**src/rtl/tsw_pkg.sv**
```systemverilog
// tsw_pkg: shared codes, command set and status bundle for the transport sender
// used by tsw_ctrl, tsw_dp and the top level
`default_nettype none

package tsw_pkg;

  localparam int FuncW  = 3;
  localparam int CfgIdxW = 2;
  localparam int CfgDataW = 32;
  localparam int InDataW  = 80;
  localparam int OutDataW = 96;

  localparam logic [FuncW-1:0] FUNC_WRITE = 3'd0;
  localparam logic [FuncW-1:0] FUNC_ACK   = 3'd1;
  localparam logic [FuncW-1:0] FUNC_TICK  = 3'd2;
  localparam logic [FuncW-1:0] FUNC_FILL  = 3'd3;
  localparam logic [FuncW-1:0] FUNC_EMPTY = 3'd4;

  localparam logic [CfgIdxW-1:0] CFG_ISN      = 2'd0;
  localparam logic [CfgIdxW-1:0] CFG_TIMEOUT  = 2'd1;
  localparam logic [CfgIdxW-1:0] CFG_CAPACITY = 2'd2;

  typedef enum logic [3:0] {
    CMD_NONE,
    CMD_LOAD,
    CMD_WRITE,
    CMD_UNWRAP,
    CMD_ACK_SET,
    CMD_POP,
    CMD_ACK_FREE,
    CMD_SYN_MARK,
    CMD_SYN_SEG,
    CMD_FIN_PROBE,
    CMD_BYTE_PROBE,
    CMD_DATA_SEG,
    CMD_TIMER_STOP,
    CMD_TIMER_ADD,
    CMD_BACKOFF,
    CMD_RESEND_EMPTY
  } cmd_e;

  typedef struct packed {
    logic ack_bad;
    logic pop_ok;
    logic syn_done;
    logic head_syn;
    logic fill_idle;
    logic peer_zero;
    logic q_empty;
    logic q_full;
    logic probe_fin;
    logic sb_nz;
    logic sb_drain;
    logic loop_go;
    logic timer_on;
    logic expired;
    logic out_free;
  } status_t;

endpackage

`default_nettype wire

```
**src/rtl/tsw_dp.sv**
```systemverilog
// tsw_dp: sender state, outstanding segment queue memory and output word register
// depends on tsw_pkg; driven by commands from tsw_ctrl
`default_nettype none

module tsw_dp #(
  parameter int MAX_PAYLOAD = 1000,
  parameter int QUEUE_DEPTH = 32
) (
  input  wire logic                          clk_i,
  input  wire logic                          rst_ni,
  input  wire tsw_pkg::cmd_e                 cmd_i,
  input  wire logic                          resend_i,
  output tsw_pkg::status_t                   status_o,
  input  wire logic                          cfg_we_i,
  input  wire logic [tsw_pkg::CfgIdxW-1:0]   cfg_idx_i,
  input  wire logic [tsw_pkg::CfgDataW-1:0]  cfg_data_i,
  input  wire logic [15:0]                   write_count_i,
  input  wire logic                          write_end_i,
  input  wire logic [31:0]                   ack_number_i,
  input  wire logic [15:0]                   window_i,
  input  wire logic [15:0]                   elapsed_ms_i,
  input  wire logic                          out_ready_i,
  output logic                               out_valid_o,
  output logic [31:0]                        seg_seqno_o,
  output logic [9:0]                         payload_len_o,
  output logic                               syn_flag_o,
  output logic                               fin_flag_o,
  output logic                               resend_o,
  output logic                               last_o,
  output logic [15:0]                        retx_count_o,
  output logic [31:0]                        in_flight_o
);
  import tsw_pkg::*;

  localparam int HW = (QUEUE_DEPTH > 1) ? $clog2(QUEUE_DEPTH) : 1;
  localparam int CW = $clog2(QUEUE_DEPTH + 1);
  localparam int Cap = (MAX_PAYLOAD > 1023) ? 1023 : MAX_PAYLOAD;
  localparam logic [15:0] CAP16 = 16'(Cap);
  localparam logic [CW-1:0] DEPTH_C = CW'(QUEUE_DEPTH);
  localparam logic [HW-1:0] LAST_SLOT = HW'(QUEUE_DEPTH - 1);
  localparam logic [CW:0] DEPTH_W = (CW+1)'(QUEUE_DEPTH);
  localparam logic [31:0] HALF = 32'h8000_0000;

  logic [31:0] isn_q, init_to_q;
  logic [15:0] cap_q;
  logic [63:0] next_q, abs_q;
  logic [31:0] unacked_q;
  logic [HW-1:0] head_q;
  logic [CW-1:0] count_q;
  logic [15:0] sb_q, peer_q, free_q, retx_q;
  logic ended_q, syn_done_q, fin_done_q, timer_on_q;
  logic [31:0] timer_q, timeout_q;
  logic [15:0] wcount_q, win_q, elapsed_q;
  logic wend_q;
  logic [31:0] ack_q;

  logic [75:0] mem_q [QUEUE_DEPTH];
  logic [75:0] rd_q;

  logic [63:0] rd_start;
  logic [9:0] rd_len;
  logic rd_syn, rd_fin;
  logic [15:0] rd_sl;

  assign rd_start = rd_q[75:12];
  assign rd_len   = rd_q[9:0];
  assign rd_syn   = rd_q[10];
  assign rd_fin   = rd_q[11];
  assign rd_sl    = 16'(rd_len) + 16'(rd_syn) + 16'(rd_fin);

  // data segment sizing
  logic [15:0] n_min, n16;
  logic dfin;
  assign n_min = (sb_q < free_q) ? sb_q : free_q;
  assign n16   = (n_min > CAP16) ? CAP16 : n_min;
  assign dfin  = ended_q && (sb_q == n16) && (free_q > n16);

  logic [9:0] seg_len;
  logic seg_syn, seg_fin, do_send, do_emit;
  always_comb begin
    seg_len = '0;
    seg_syn = 1'b0;
    seg_fin = 1'b0;
    case (cmd_i)
      CMD_SYN_SEG:    seg_syn = 1'b1;
      CMD_FIN_PROBE:  seg_fin = 1'b1;
      CMD_BYTE_PROBE: seg_len = 10'd1;
      CMD_DATA_SEG: begin
        seg_len = n16[9:0];
        seg_fin = dfin;
      end
      default: ;
    endcase
  end

  assign do_send = (cmd_i == CMD_SYN_SEG) || (cmd_i == CMD_FIN_PROBE) ||
                   (cmd_i == CMD_BYTE_PROBE) || (cmd_i == CMD_DATA_SEG);
  assign do_emit = do_send || (cmd_i == CMD_RESEND_EMPTY);

  logic [15:0] sl16, free_nx;
  logic [CW-1:0] count_nx;
  logic [CW:0] slot_sum;
  logic [HW-1:0] slot;
  logic data_last;
  assign sl16      = 16'(seg_len) + 16'(seg_syn) + 16'(seg_fin);
  assign free_nx   = (free_q > sl16) ? free_q - sl16 : 16'd0;
  assign count_nx  = count_q + CW'(1);
  assign slot_sum  = (CW+1)'(head_q) + (CW+1)'(count_q);
  assign slot      = (slot_sum >= DEPTH_W) ? HW'(slot_sum - DEPTH_W) : HW'(slot_sum);
  assign data_last = (sb_q == n16) || (free_nx == 16'd0) || (count_nx == DEPTH_C);

  // ack number unwrap
  logic [31:0] off, lo, hi;
  logic [63:0] abs_nx;
  assign off = ack_q - isn_q;
  assign lo  = next_q[31:0];
  assign hi  = next_q[63:32];
  always_comb begin
    if (off > lo && (off - lo) > HALF && hi != 32'd0) begin
      abs_nx = {hi - 32'd1, off};
    end else if (off < lo && (lo - off) > HALF) begin
      abs_nx = {hi + 32'd1, off};
    end else begin
      abs_nx = {hi, off};
    end
  end

  logic [63:0] gap;
  logic [15:0] ack_free;
  assign gap      = next_q - abs_q;
  assign ack_free = (gap < 64'(win_q)) ? win_q - gap[15:0] : 16'd0;

  logic [32:0] tsum;
  assign tsum = {1'b0, timer_q} + 33'(elapsed_q);

  logic [15:0] room, add_n;
  assign room  = (sb_q < cap_q) ? cap_q - sb_q : 16'd0;
  assign add_n = (wcount_q < room) ? wcount_q : room;

  always_comb begin
    status_o.ack_bad   = (abs_q > next_q) || (count_q != '0 && abs_q < rd_start);
    status_o.pop_ok    = (count_q != '0) && ((rd_start + 64'(rd_sl)) <= abs_q);
    status_o.syn_done  = syn_done_q;
    status_o.head_syn  = (count_q != '0) && rd_syn;
    status_o.fill_idle = (sb_q == 16'd0 && !ended_q) || fin_done_q;
    status_o.peer_zero = (peer_q == 16'd0);
    status_o.q_empty   = (count_q == '0);
    status_o.q_full    = (count_q == DEPTH_C);
    status_o.probe_fin = ended_q && (sb_q == 16'd0);
    status_o.sb_nz     = (sb_q != 16'd0);
    status_o.sb_drain  = (sb_q == n16);
    status_o.loop_go   = (free_q != 16'd0) && (count_q != DEPTH_C);
    status_o.timer_on  = timer_on_q;
    status_o.expired   = (timer_q >= timeout_q);
    status_o.out_free  = !out_valid_o || out_ready_i;
  end

  always_ff @(posedge clk_i) begin
    if (do_send) begin
      mem_q[slot] <= {next_q, seg_fin, seg_syn, seg_len};
    end
    rd_q <= mem_q[head_q];
  end

  always_ff @(posedge clk_i) begin
    if (cmd_i == CMD_LOAD) begin
      wcount_q  <= write_count_i;
      wend_q    <= write_end_i;
      ack_q     <= ack_number_i;
      win_q     <= window_i;
      elapsed_q <= elapsed_ms_i;
    end
    if (cmd_i == CMD_UNWRAP) begin
      abs_q <= abs_nx;
    end
  end

  always_ff @(posedge clk_i or negedge rst_ni) begin
    if (!rst_ni) begin
      isn_q       <= '0;
      init_to_q   <= 32'd1000;
      cap_q       <= 16'hffff;
      next_q      <= '0;
      unacked_q   <= '0;
      head_q      <= '0;
      count_q     <= '0;
      sb_q        <= '0;
      ended_q     <= 1'b0;
      peer_q      <= '0;
      free_q      <= '0;
      syn_done_q  <= 1'b0;
      fin_done_q  <= 1'b0;
      timer_on_q  <= 1'b0;
      timer_q     <= '0;
      timeout_q   <= 32'd1000;
      retx_q      <= '0;
      out_valid_o <= 1'b0;
    end else begin
      if (cfg_we_i) begin
        case (cfg_idx_i)
          CFG_ISN: isn_q <= cfg_data_i;
          CFG_TIMEOUT: begin
            init_to_q <= {16'd0, cfg_data_i[15:0]};
            timeout_q <= {16'd0, cfg_data_i[15:0]};
          end
          CFG_CAPACITY: cap_q <= cfg_data_i[15:0];
          default: ;
        endcase
      end
      if (do_send) begin
        next_q    <= next_q + 64'(sl16);
        unacked_q <= unacked_q + 32'(sl16);
        free_q    <= free_nx;
        count_q   <= count_nx;
        if (!timer_on_q) begin
          timer_on_q <= 1'b1;
          timer_q    <= '0;
        end
      end
      case (cmd_i)
        CMD_WRITE: begin
          if (!ended_q) sb_q <= sb_q + add_n;
          if (wend_q) ended_q <= 1'b1;
        end
        CMD_ACK_SET: begin
          peer_q <= win_q;
          free_q <= win_q;
        end
        CMD_POP: begin
          unacked_q <= unacked_q - 32'(rd_sl);
          head_q    <= (head_q == LAST_SLOT) ? '0 : head_q + HW'(1);
          count_q   <= count_q - CW'(1);
          timer_q   <= '0;
          timeout_q <= init_to_q;
          retx_q    <= '0;
        end
        CMD_ACK_FREE: begin
          if (count_q != '0) free_q <= ack_free;
          if (unacked_q == 32'd0) timer_on_q <= 1'b0;
        end
        CMD_SYN_MARK, CMD_SYN_SEG: syn_done_q <= 1'b1;
        CMD_FIN_PROBE: fin_done_q <= 1'b1;
        CMD_BYTE_PROBE: sb_q <= sb_q - 16'd1;
        CMD_DATA_SEG: begin
          sb_q <= sb_q - n16;
          if (dfin) fin_done_q <= 1'b1;
        end
        CMD_TIMER_STOP: timer_on_q <= 1'b0;
        CMD_TIMER_ADD: timer_q <= tsum[32] ? 32'hffff_ffff : tsum[31:0];
        CMD_BACKOFF: begin
          if (peer_q != 16'd0 || rd_syn) begin
            if (retx_q != 16'hffff) retx_q <= retx_q + 16'd1;
            timeout_q <= timeout_q[31] ? 32'hffff_ffff : {timeout_q[30:0], 1'b0};
          end
          timer_q <= '0;
        end
        default: ;
      endcase
      if (do_emit) begin
        out_valid_o <= 1'b1;
      end else if (out_ready_i) begin
        out_valid_o <= 1'b0;
      end
    end
  end

  // result word register
  always_ff @(posedge clk_i) begin
    if (do_send) begin
      seg_seqno_o   <= next_q[31:0] + isn_q;
      payload_len_o <= seg_len;
      syn_flag_o    <= seg_syn;
      fin_flag_o    <= seg_fin;
      resend_o      <= 1'b0;
      last_o        <= (cmd_i == CMD_DATA_SEG) ? data_last : 1'b1;
      retx_count_o  <= retx_q;
      in_flight_o   <= unacked_q + 32'(sl16);
    end else if (cmd_i == CMD_RESEND_EMPTY) begin
      seg_seqno_o   <= (resend_i ? rd_start[31:0] : next_q[31:0]) + isn_q;
      payload_len_o <= resend_i ? rd_len : 10'd0;
      syn_flag_o    <= resend_i && rd_syn;
      fin_flag_o    <= resend_i && rd_fin;
      resend_o      <= resend_i;
      last_o        <= 1'b1;
      retx_count_o  <= retx_q;
      in_flight_o   <= unacked_q;
    end
  end

endmodule

`default_nettype wire

```
**src/rtl/tsw_ctrl.sv**
```systemverilog
// tsw_ctrl: sequencer that steps each input word through its command sequence
// depends on tsw_pkg; drives tsw_dp
`default_nettype none

module tsw_ctrl (
  input  wire logic                       clk_i,
  input  wire logic                       rst_ni,
  input  wire logic                       in_valid_i,
  output logic                            in_ready_o,
  input  wire logic [tsw_pkg::FuncW-1:0]  func_i,
  input  wire tsw_pkg::status_t           status_i,
  output tsw_pkg::cmd_e                   cmd_o,
  output logic                            resend_o
);
  import tsw_pkg::*;

  typedef enum logic [3:0] {
    S_IDLE, S_WRITE, S_ACK_UNWRAP, S_ACK_CHK, S_ACK_POP, S_ACK_RD,
    S_FILL_RD, S_FILL_DEC, S_FILL_LOOP, S_TICK, S_TICK_CHK, S_TICK_EMIT, S_EMPTY
  } state_e;

  state_e state_q, state_d;

  assign in_ready_o = (state_q == S_IDLE);

  always_comb begin
    state_d  = state_q;
    cmd_o    = CMD_NONE;
    resend_o = 1'b0;
    case (state_q)
      S_IDLE: begin
        if (in_valid_i) begin
          cmd_o = CMD_LOAD;
          case (func_i)
            FUNC_WRITE: state_d = S_WRITE;
            FUNC_ACK:   state_d = S_ACK_UNWRAP;
            FUNC_TICK:  state_d = S_TICK;
            FUNC_FILL:  state_d = S_FILL_RD;
            FUNC_EMPTY: state_d = S_EMPTY;
            default:    state_d = S_IDLE;
          endcase
        end
      end
      S_WRITE: begin
        cmd_o   = CMD_WRITE;
        state_d = S_IDLE;
      end
      S_ACK_UNWRAP: begin
        cmd_o   = CMD_UNWRAP;
        state_d = S_ACK_CHK;
      end
      S_ACK_CHK: begin
        if (status_i.ack_bad) begin
          state_d = S_IDLE;
        end else begin
          cmd_o   = CMD_ACK_SET;
          state_d = S_ACK_POP;
        end
      end
      S_ACK_POP: begin
        if (status_i.pop_ok) begin
          cmd_o   = CMD_POP;
          state_d = S_ACK_RD;
        end else begin
          cmd_o   = CMD_ACK_FREE;
          state_d = S_FILL_RD;
        end
      end
      S_ACK_RD: state_d = S_ACK_POP;
      S_FILL_RD: state_d = S_FILL_DEC;
      S_FILL_DEC: begin
        if (!status_i.syn_done) begin
          if (status_i.q_full) begin
            cmd_o   = CMD_SYN_MARK;
            state_d = S_IDLE;
          end else if (status_i.out_free) begin
            cmd_o   = CMD_SYN_SEG;
            state_d = S_IDLE;
          end
        end else if (status_i.head_syn || status_i.fill_idle) begin
          state_d = S_IDLE;
        end else if (!status_i.peer_zero) begin
          state_d = S_FILL_LOOP;
        end else if (!status_i.q_empty) begin
          state_d = S_IDLE;
        end else if (status_i.probe_fin) begin
          if (status_i.out_free) begin
            cmd_o   = CMD_FIN_PROBE;
            state_d = S_IDLE;
          end
        end else if (status_i.sb_nz) begin
          if (status_i.out_free) begin
            cmd_o   = CMD_BYTE_PROBE;
            state_d = S_IDLE;
          end
        end else begin
          state_d = S_IDLE;
        end
      end
      S_FILL_LOOP: begin
        if (!status_i.loop_go) begin
          state_d = S_IDLE;
        end else if (status_i.out_free) begin
          cmd_o = CMD_DATA_SEG;
          if (status_i.sb_drain) state_d = S_IDLE;
        end
      end
      S_TICK: begin
        if (!status_i.timer_on) begin
          state_d = S_IDLE;
        end else if (status_i.q_empty) begin
          cmd_o   = CMD_TIMER_STOP;
          state_d = S_IDLE;
        end else begin
          cmd_o   = CMD_TIMER_ADD;
          state_d = S_TICK_CHK;
        end
      end
      S_TICK_CHK: begin
        if (status_i.expired) begin
          cmd_o   = CMD_BACKOFF;
          state_d = S_TICK_EMIT;
        end else begin
          state_d = S_IDLE;
        end
      end
      S_TICK_EMIT: begin
        resend_o = 1'b1;
        if (status_i.out_free) begin
          cmd_o   = CMD_RESEND_EMPTY;
          state_d = S_IDLE;
        end
      end
      S_EMPTY: begin
        if (status_i.out_free) begin
          cmd_o   = CMD_RESEND_EMPTY;
          state_d = S_IDLE;
        end
      end
      default: state_d = S_IDLE;
    endcase
  end

  always_ff @(posedge clk_i or negedge rst_ni) begin
    if (!rst_ni) begin
      state_q <= S_IDLE;
    end else begin
      state_q <= state_d;
    end
  end

endmodule

`default_nettype wire

```
**src/rtl/tcp_sender_window_retransmit.sv**
```systemverilog
// tcp_sender_window_retransmit: top level of the transport sender
// depends on tsw_pkg, tsw_ctrl and tsw_dp
//
// Input words (s_axis) carry a request kind in tuser: write bytes, ack,
// timer tick, fill window or empty segment. Output words (m_axis) carry
// segment descriptors, tlast on the last one caused by an input word.
// Configuration (initial sequence number, initial timeout, stream
// capacity) is written through cfg_we_i/cfg_idx_i/cfg_data_i; the user
// must do so only while idle, as the block does not enforce it.
// One word is worked on at a time; tready is high only when idle.
// A good ack pops every fully acknowledged segment and then runs a fill;
// a bad ack is dropped. The queue memory's read port is registered, so a
// read state follows every pop and comes before each head lookup.
// The result word sits in an output register, so the next segment is
// formed in the same cycle the previous one is taken; a stalled receiver
// holds the sequencer until the register frees.
// Reset clears all control state; the queue memory needs no clearing.
`default_nettype none

module tcp_sender_window_retransmit #(
  parameter int MAX_PAYLOAD = 1000,
  parameter int QUEUE_DEPTH = 32
) (
  input  wire logic                          clk_i,
  input  wire logic                          rst_ni,
  input  wire logic                          s_axis_tvalid,
  output logic                               s_axis_tready,
  // write_count, ack_number, window, elapsed_ms
  input  wire logic [tsw_pkg::InDataW-1:0]   s_axis_tdata,
  // write_end
  input  wire logic                          s_axis_tlast,
  // func
  input  wire logic [tsw_pkg::FuncW-1:0]     s_axis_tuser,
  output logic                               m_axis_tvalid,
  input  wire logic                          m_axis_tready,
  // seg_seqno, payload_len, syn_flag, fin_flag, resend, retx_count, in_flight, zero pad
  output logic [tsw_pkg::OutDataW-1:0]       m_axis_tdata,
  // last
  output logic                               m_axis_tlast,
  input  wire logic                          cfg_we_i,
  input  wire logic [tsw_pkg::CfgIdxW-1:0]   cfg_idx_i,
  input  wire logic [tsw_pkg::CfgDataW-1:0]  cfg_data_i
);
  import tsw_pkg::*;

  localparam int Cap = (MAX_PAYLOAD > 1023) ? 1023 : MAX_PAYLOAD;
  localparam logic [9:0] CAP10 = 10'(Cap);

  cmd_e cmd;
  status_t status;
  logic resend_sel;
  logic [31:0] seg_seqno, in_flight;
  logic [9:0] payload_len;
  logic syn_flag, fin_flag, resend;
  logic [15:0] retx_count;

  tsw_ctrl u_ctrl (
    .clk_i      (clk_i),
    .rst_ni     (rst_ni),
    .in_valid_i (s_axis_tvalid),
    .in_ready_o (s_axis_tready),
    .func_i     (s_axis_tuser),
    .status_i   (status),
    .cmd_o      (cmd),
    .resend_o   (resend_sel)
  );

  tsw_dp #(
    .MAX_PAYLOAD (MAX_PAYLOAD),
    .QUEUE_DEPTH (QUEUE_DEPTH)
  ) u_dp (
    .clk_i         (clk_i),
    .rst_ni        (rst_ni),
    .cmd_i         (cmd),
    .resend_i      (resend_sel),
    .status_o      (status),
    .cfg_we_i      (cfg_we_i),
    .cfg_idx_i     (cfg_idx_i),
    .cfg_data_i    (cfg_data_i),
    .write_count_i (s_axis_tdata[15:0]),
    .write_end_i   (s_axis_tlast),
    .ack_number_i  (s_axis_tdata[47:16]),
    .window_i      (s_axis_tdata[63:48]),
    .elapsed_ms_i  (s_axis_tdata[79:64]),
    .out_ready_i   (m_axis_tready),
    .out_valid_o   (m_axis_tvalid),
    .seg_seqno_o   (seg_seqno),
    .payload_len_o (payload_len),
    .syn_flag_o    (syn_flag),
    .fin_flag_o    (fin_flag),
    .resend_o      (resend),
    .last_o        (m_axis_tlast),
    .retx_count_o  (retx_count),
    .in_flight_o   (in_flight)
  );

  assign m_axis_tdata = {3'b000, in_flight, retx_count, resend, fin_flag, syn_flag,
                         payload_len, seg_seqno};

  a_len_cap: assert property (@(posedge clk_i) disable iff (!rst_ni)
    m_axis_tvalid |-> payload_len <= CAP10)
    else $error("payload above segment cap");

  a_syn_fin: assert property (@(posedge clk_i) disable iff (!rst_ni)
    m_axis_tvalid |-> !(syn_flag && fin_flag))
    else $error("segment with both syn and fin");

  a_flight: assert property (@(posedge clk_i) disable iff (!rst_ni)
    (m_axis_tvalid && !resend && (payload_len != 10'd0 || syn_flag || fin_flag))
      |-> in_flight != 32'd0)
    else $error("new segment sent but nothing in flight");

endmodule

`default_nettype wire
```
**config.mk**
```make
export PLATFORM = sky130hd
export DESIGN_NAME = tcp_sender_window_retransmit
export DESIGN_NICKNAME = d
export VERILOG_FILES = /design/src/rtl/tsw_pkg.sv /design/src/rtl/tsw_dp.sv /design/src/rtl/tsw_ctrl.sv /design/src/rtl/tcp_sender_window_retransmit.sv
export SDC_FILE = /design/constraint.sdc
export NUM_CORES = 2
export LEC_CHECK = 0
export ABC_CLOCK_PERIOD_IN_PS = 15600
export BUFFER_PORTS_ARGS = -buffer_cell sky130_fd_sc_hd__buf_2
export CELL_PAD_IN_SITES_DETAIL_PLACEMENT = 1
export CELL_PAD_IN_SITES_GLOBAL_PLACEMENT = 1
export CORE_AREA = 2 2 565 567
export DETAILED_ROUTE_END_ITERATION = 7
export DIE_AREA = 0 0 567 569
export PLACE_DENSITY = 0.73
export SLEW_MARGIN = 20
export SYNTH_ARGS = -nofsm -noshare
export SYNTH_HDL_FRONTEND = slang
export SYNTH_HIERARCHICAL = 1
export SYNTH_SLANG_ARGS = --single-unit
```
**constraint.sdc**
```tcl
create_clock -name clk_i -period 15.6 [get_ports clk_i]
set_clock_uncertainty 0.05 [all_clocks]
set_input_delay 3.12 -clock clk_i [delete_from_list [all_inputs] [get_ports clk_i]]
set_output_delay 3.12 -clock clk_i [all_outputs]
set_load 0.05 [all_outputs]
```
Yosys cells after proc, flatten, opt, wreduce, memory -nomap -nowiden
Memories as Yosys holds them, arrays and structs flattened. A register that Yosys moved wholly into a read port is not among the register bits.
Index checks and enable logic that the tools add are counted.
Storage, ports and cells
  register bits: 547
  bits in writable memories: 2432
  input port bits: 123
  output and inout bits: 99
  word-level logic and storage cells: 282
  memories kept: 1
Memories
  u_dp.mem_q: depth 32, width 76, rd ports 1, clocked after Yosys merged registers in 1, write ports 1, RTL line tsw_dp.sv:57  | logic [75:0] mem_q [QUEUE_DEPTH];
Cells by class
  add/subtract/negate cells: 29
  order comparisons: 16
  eq/ne operators: 47
  multiplexer cells: 98
  reduce and logical (&&, ||, !) cells: 58
Operators by type and width (number)
  2-to-1 mux 32 bit: 14
  2-to-1 mux 16 bit: 13
  adder 64 x 16 -> 64 bit: 2
  2-to-1 mux 64 bit: 2
  case mux 32 bit (2 select lines): 2
  2-to-1 mux 4 bit: 30
  subtractor 32 bit: 3
  adder 32 bit: 2
  > comparator 32 bit, second input constant: 2
  > comparator 64 bit: 1
  less-or-equal comparator 64 bit: 1
  < comparator 64 x 16 -> 1 bit: 1
  < comparator 64 bit: 1
  case mux 16 bit (2 select lines): 2
  subtractor 16 bit: 4
  subtractor 64 bit: 1
  == test 4 bit, second input constant: 13
  zero test 16 bit: 3
  < comparator 16 bit: 3
  case mux 16 bit (3 select lines): 1
  nonzero test 16 bit: 3
  case mux 4 bit (11 select lines): 1
  case mux 4 bit (10 select lines): 1
  adder 32 x 16 -> 33 bit: 1
  60 further kinds: 141

Longest topological paths before layout
  depth after elaboration: 21
  mapped depth: 59
  gate-level depth less buffers: 56

By module
Netlist, hierarchy kept.
Modules (own cells, without submodules)
  tsw_dp: times used 1, cells each 9087, area each 140905.1 µm², seq. area each 89360.7 µm²
  tsw_ctrl: times used 1, cells each 98, area each 715.7 µm², seq. area each 100.1 µm²
  tcp_sender_window_retransmit: times used 1, cells each 7, area each 48.8 µm², seq. area each 0.0 µm²

Worst setup path before layout
Ideal clock, no wire load.
  path kind: reg-to-reg
  from: register u_dp.rd_q[0] (read register of u_dp.mem_q)
  to: register u_dp.ack_q[0], enable pin
  setup time: 0.620 ns
  arrival time: 11.820 ns
  data required time: 14.930 ns
  setup slack: 3.111 ns
  stages on the path, launching flop included: 37
  path buffers: 1
  period minus slack after synthesis: 12.489 ns
  cell sequence: dfxtp_1 fa_1 ha_1 inv_1 fa_1 nor2b_1 o21ai_0 a21boi_0 o21ai_0 a21boi_0 o21ai_0 a21boi_0 o21a_1 o21ai_0 a211oi_1 nand2_1 xnor2_1 ha_1 a21o_1 a21o_1 a21o_1 a21oi_1 nor2b_1 o21ai_0 nand2b_1 a21oi_1 o21ai_0 a41oi_1 o211ai_1 nand2_1 inv_1 o21ai_0 o311ai_1 o2111ai_1 clkbuf_1 nand2_1 nor3_1
RTL lines
  from (decl): RTL line tsw_dp.sv:58  | logic [75:0] rd_q;
  to (signal assigned): RTL line tsw_dp.sv:169  | ack_q <= ack_number_i;
  to (decl): RTL line tsw_dp.sv:55  | logic [31:0] ack_q;

==> metrics.txt <==
WS Path Type=reg2reg; TNS Setup=0 ns; Post-Synthesis Cells=9192; Avg Inst Size Synth=15.4 µm²; largest net degree at the start of global routing=123; DRC Markers=0; Max H-tree Level=5; first-pass GRT wire length=649000 µm; WL final=448000 µm; Rows=207; Clock Latency Late Sink=0.96 ns; vias per cell=6.24; Synth Area in Compound Gates=6.84%; Die Wd=567 µm; WP data required=16.39 ns; CP peak stage delay=0.68 ns; # Max-Cap Violations=0; fillers=30400; CTS Buf Count=331; vias in the first global route=91000; min-delay worst type=reg2reg; Core Box Area=0.317 mm²; Async SR Flop Fraction=10.1%; starting density of the core=44.7%; Yosys warning total=6; #FFs+latches synth=3055; worst ir drop on vdd=0.000139 V; RR Startpoint=u_dp/rd_q[10]; actual slew at the worst max-slew pin=1.21 ns; Post-CTS Setup Inserts=0; Worst slew margin=19.1%; switching share of power=39.1%; worst reg2reg path depth=54; commonest non-fill, non-tap cell in the layout=edfxtp_1; final net count=10300; Clock power frac=25.0%; Achievable Freq=71.5 MHz; Setup Viol. Count Final=0; Clock transition at path regs=0.06 ns; CTS Sinks=3055; maximum fanout along the worst path=33; Top FF cell, synth=edfxtp_1; Die Y=569 µm; final hold vios=0; Seq pwr share=33.9%; slowest CP cell=o21ai_0; PortBufs=218; via count=87700; Detail Placement HPWL=285000 µm; arrival time at the worst endpoint=14.78 ns; Hold Path End=u_dp/peer_q[3]; main combinational cell family by area after synthesis=multiplexers; clk buf depth=4; RSZ-0062 raised after global routing=no; Initial DRC Count=9866; WHS Path Cells=2; adder-cell area share of the yosys netlist=5.16%; number of synthesized flops with an enable pin=2670; DR pass1 iterations=7; pwr dens=197 mW/mm²; leak pwr=52.2 nW; CP endpoint kind=flop; cell mode on critical path=o21ai_0; share of post-route cells with drive strength above 1=19.9%; Root Buffer=clkbuf_16; fin crit share=89.7%; Slew Limit Fails=0; Die Area=0.323 mm²; Synth Area in Simple Gates=6.30%; I/O pin total=222; most frequent cells in the layout=2670 x edfxtp_1, 761 x mux4_2, 557 x ha_1; initial antenna violation count=29; Synth Area in XOR/XNOR=2.81%; status=completed; grt ovf=0; combinational share of power=41.2%; Mapped Area=0.142 mm²; P_sw=0.0123 W; Tot Pwr=0.0314 W; average routed wire per standard cell=31.9 µm; worst reg2reg endpoint=u_dp/unacked_q[31]; register area share after synthesis=63.1%; synth unique cells=110; Period minus WS final=13.99 ns; Area growth syn-to-layout=12.5%; ANT nets after route=0; Hold Crit Start=u_dp/peer_q[3]; Total GRT Usage=27.5%; Int Pwr=0.0191 W; critical path startpoint category=flop; CTS tree=yes; GP Congestion=0.932; r2r setup slk=1.61 ns; post-synthesis mux area share=13.3%
[flip-flops by register name (all words and copies together), names as in the netlist, 32 cells and up]
register	count
u_dp/abs_q	64
u_dp/timer_q	32
u_dp/unacked_q	32
u_dp/ack_q	32
u_dp/rd_q	76
u_dp/in_flight_o	32
u_dp/mem_q	2432
u_dp/seg_seqno_o	32
u_dp/next_q	64
u_dp/isn_q	32
u_dp/timeout_q	32
[what timing repair did]
action	CTS	global route
resized for setup	0	2
hold buffers	0	0
endpoints found under the setup margin	0	79
[metrics by stage]
step                utilization [%]  hold WS (ns)  area (µm²)  setup WS, ns  std cells
floorplan                         -         0.376      142000          3.11       9206
global placement               46.9         0.410      149000          1.86      13400
detailed placement             46.9         0.404      149000          1.53      13400
CTS                            50.3         0.420      159000          1.51      14000
global route                   50.3         0.448      159000         0.289      14000
finish                         50.3         0.431      159000          1.61      14000
[Yosys cell counts (28+ instances only)]
master,instances,area (µm²)
nor2b_1,75,469
a31oi_1,51,319
o21bai_1,54,405
and3_1,70,438
inv_1,489,1840
a211oi_1,39,293
a21o_1,190,1430
mux2i_1,42,420
ha_1,557,6970
or3_1,39,244
edfxtp_1,2670,80200
xor2_1,135,1180
clkbuf_1,265,995
dfrtp_1,280,7010
dfstp_2,28,736
nor4_1,50,313
buf_1,73,274
nand3_1,156,781
mux2_2,120,1350
o31ai_1,36,270
xnor2_1,317,2780
nor3_1,144,721
nor2_1,397,1490
and2_1,29,181
buf_2,28,140
nand2b_1,74,463
o21ai_1,29,145
nand2_1,526,1970
dfxtp_1,77,1540
nand4_1,136,851
o21ai_0,374,1870
mux4_2,761,17100
o21a_1,52,390
a21oi_1,380,1900
[metal layers]
layer | global-route usage (%) | share of wire (%)
met3 | 3.70 | 7.8
met2 | 43.7 | 47
met4 | 9.61 | 3.8
met1 | 38.9 | 42
met5 | 0 | 0.021
[final cells by class]
type                            instances  area [µm²]  share of cell area [%]
Sequential cell                      3055       89500                    56.1
Clock buffer                          419        8800                    5.52
Multi-Input combinational cell       5280       49300                    30.9
Clock inverter                        186        1930                    1.21
Antenna cell                            8        20.0                  0.0126
Inverter                              490        1850                    1.16
Tap cell                             4180        5230                    3.28
Timing Repair Buffer                  431        2790                    1.75
[critical path: cells and delay by family, from the launching register on]
family / cells / cell delay [ns]
compound gates: 26 / 6.52
fa+ha+maj: 7 / 2.93
simple gates: 15 / 2.48
buf+inv: 4 / 1.18
flops: 1 / 0.39
xor+xnor: 2 / 0.31
[cells by family (layout without fill, tap and decap cells)]
logic type	count (synthesis)	count (layout)
buffers and inverters	871	1526
DFF	3055	3055
muxes	923	923
xor gates and xnor gates	453	453
and+or+nand+nor	1815	1815
AOI/OAI and AO/OA	1498	1498
other	3	25
adders and majority gates	574	574
[worst max-delay path by stage]
stage | start | to | slack, ns | cells after the start
global placement | u_dp/rd_q[10] | u_dp/unacked_q[29] | 1.86 | 54
global route | u_dp/rd_q[10] | u_dp/free_q[14] | 0.29 | 57
floorplan | u_dp/rd_q[0] | u_dp/ack_q[0] | 3.11 | 36
CTS | u_dp/rd_q[10] | u_dp/next_q[45] | 1.51 | 51
finish | u_dp/rd_q[10] | u_dp/unacked_q[31] | 1.61 | 54
detailed placement | u_dp/rd_q[10] | u_dp/next_q[59] | 1.53 | 51
[power by group through the flow]
stage	logic (W)	clock network, W	registers, W
after global placement	0.0124	0	0.0107
final	0.0129	0.00783	0.0106
after detailed placement	0.0127	0	0.0108
after CTS	0.0128	0.00795	0.0106
after global routing	0.0139	0.00824	0.0107
after floorplan	0.00867	0	0.0107
(Power assumes the default switching activity.)
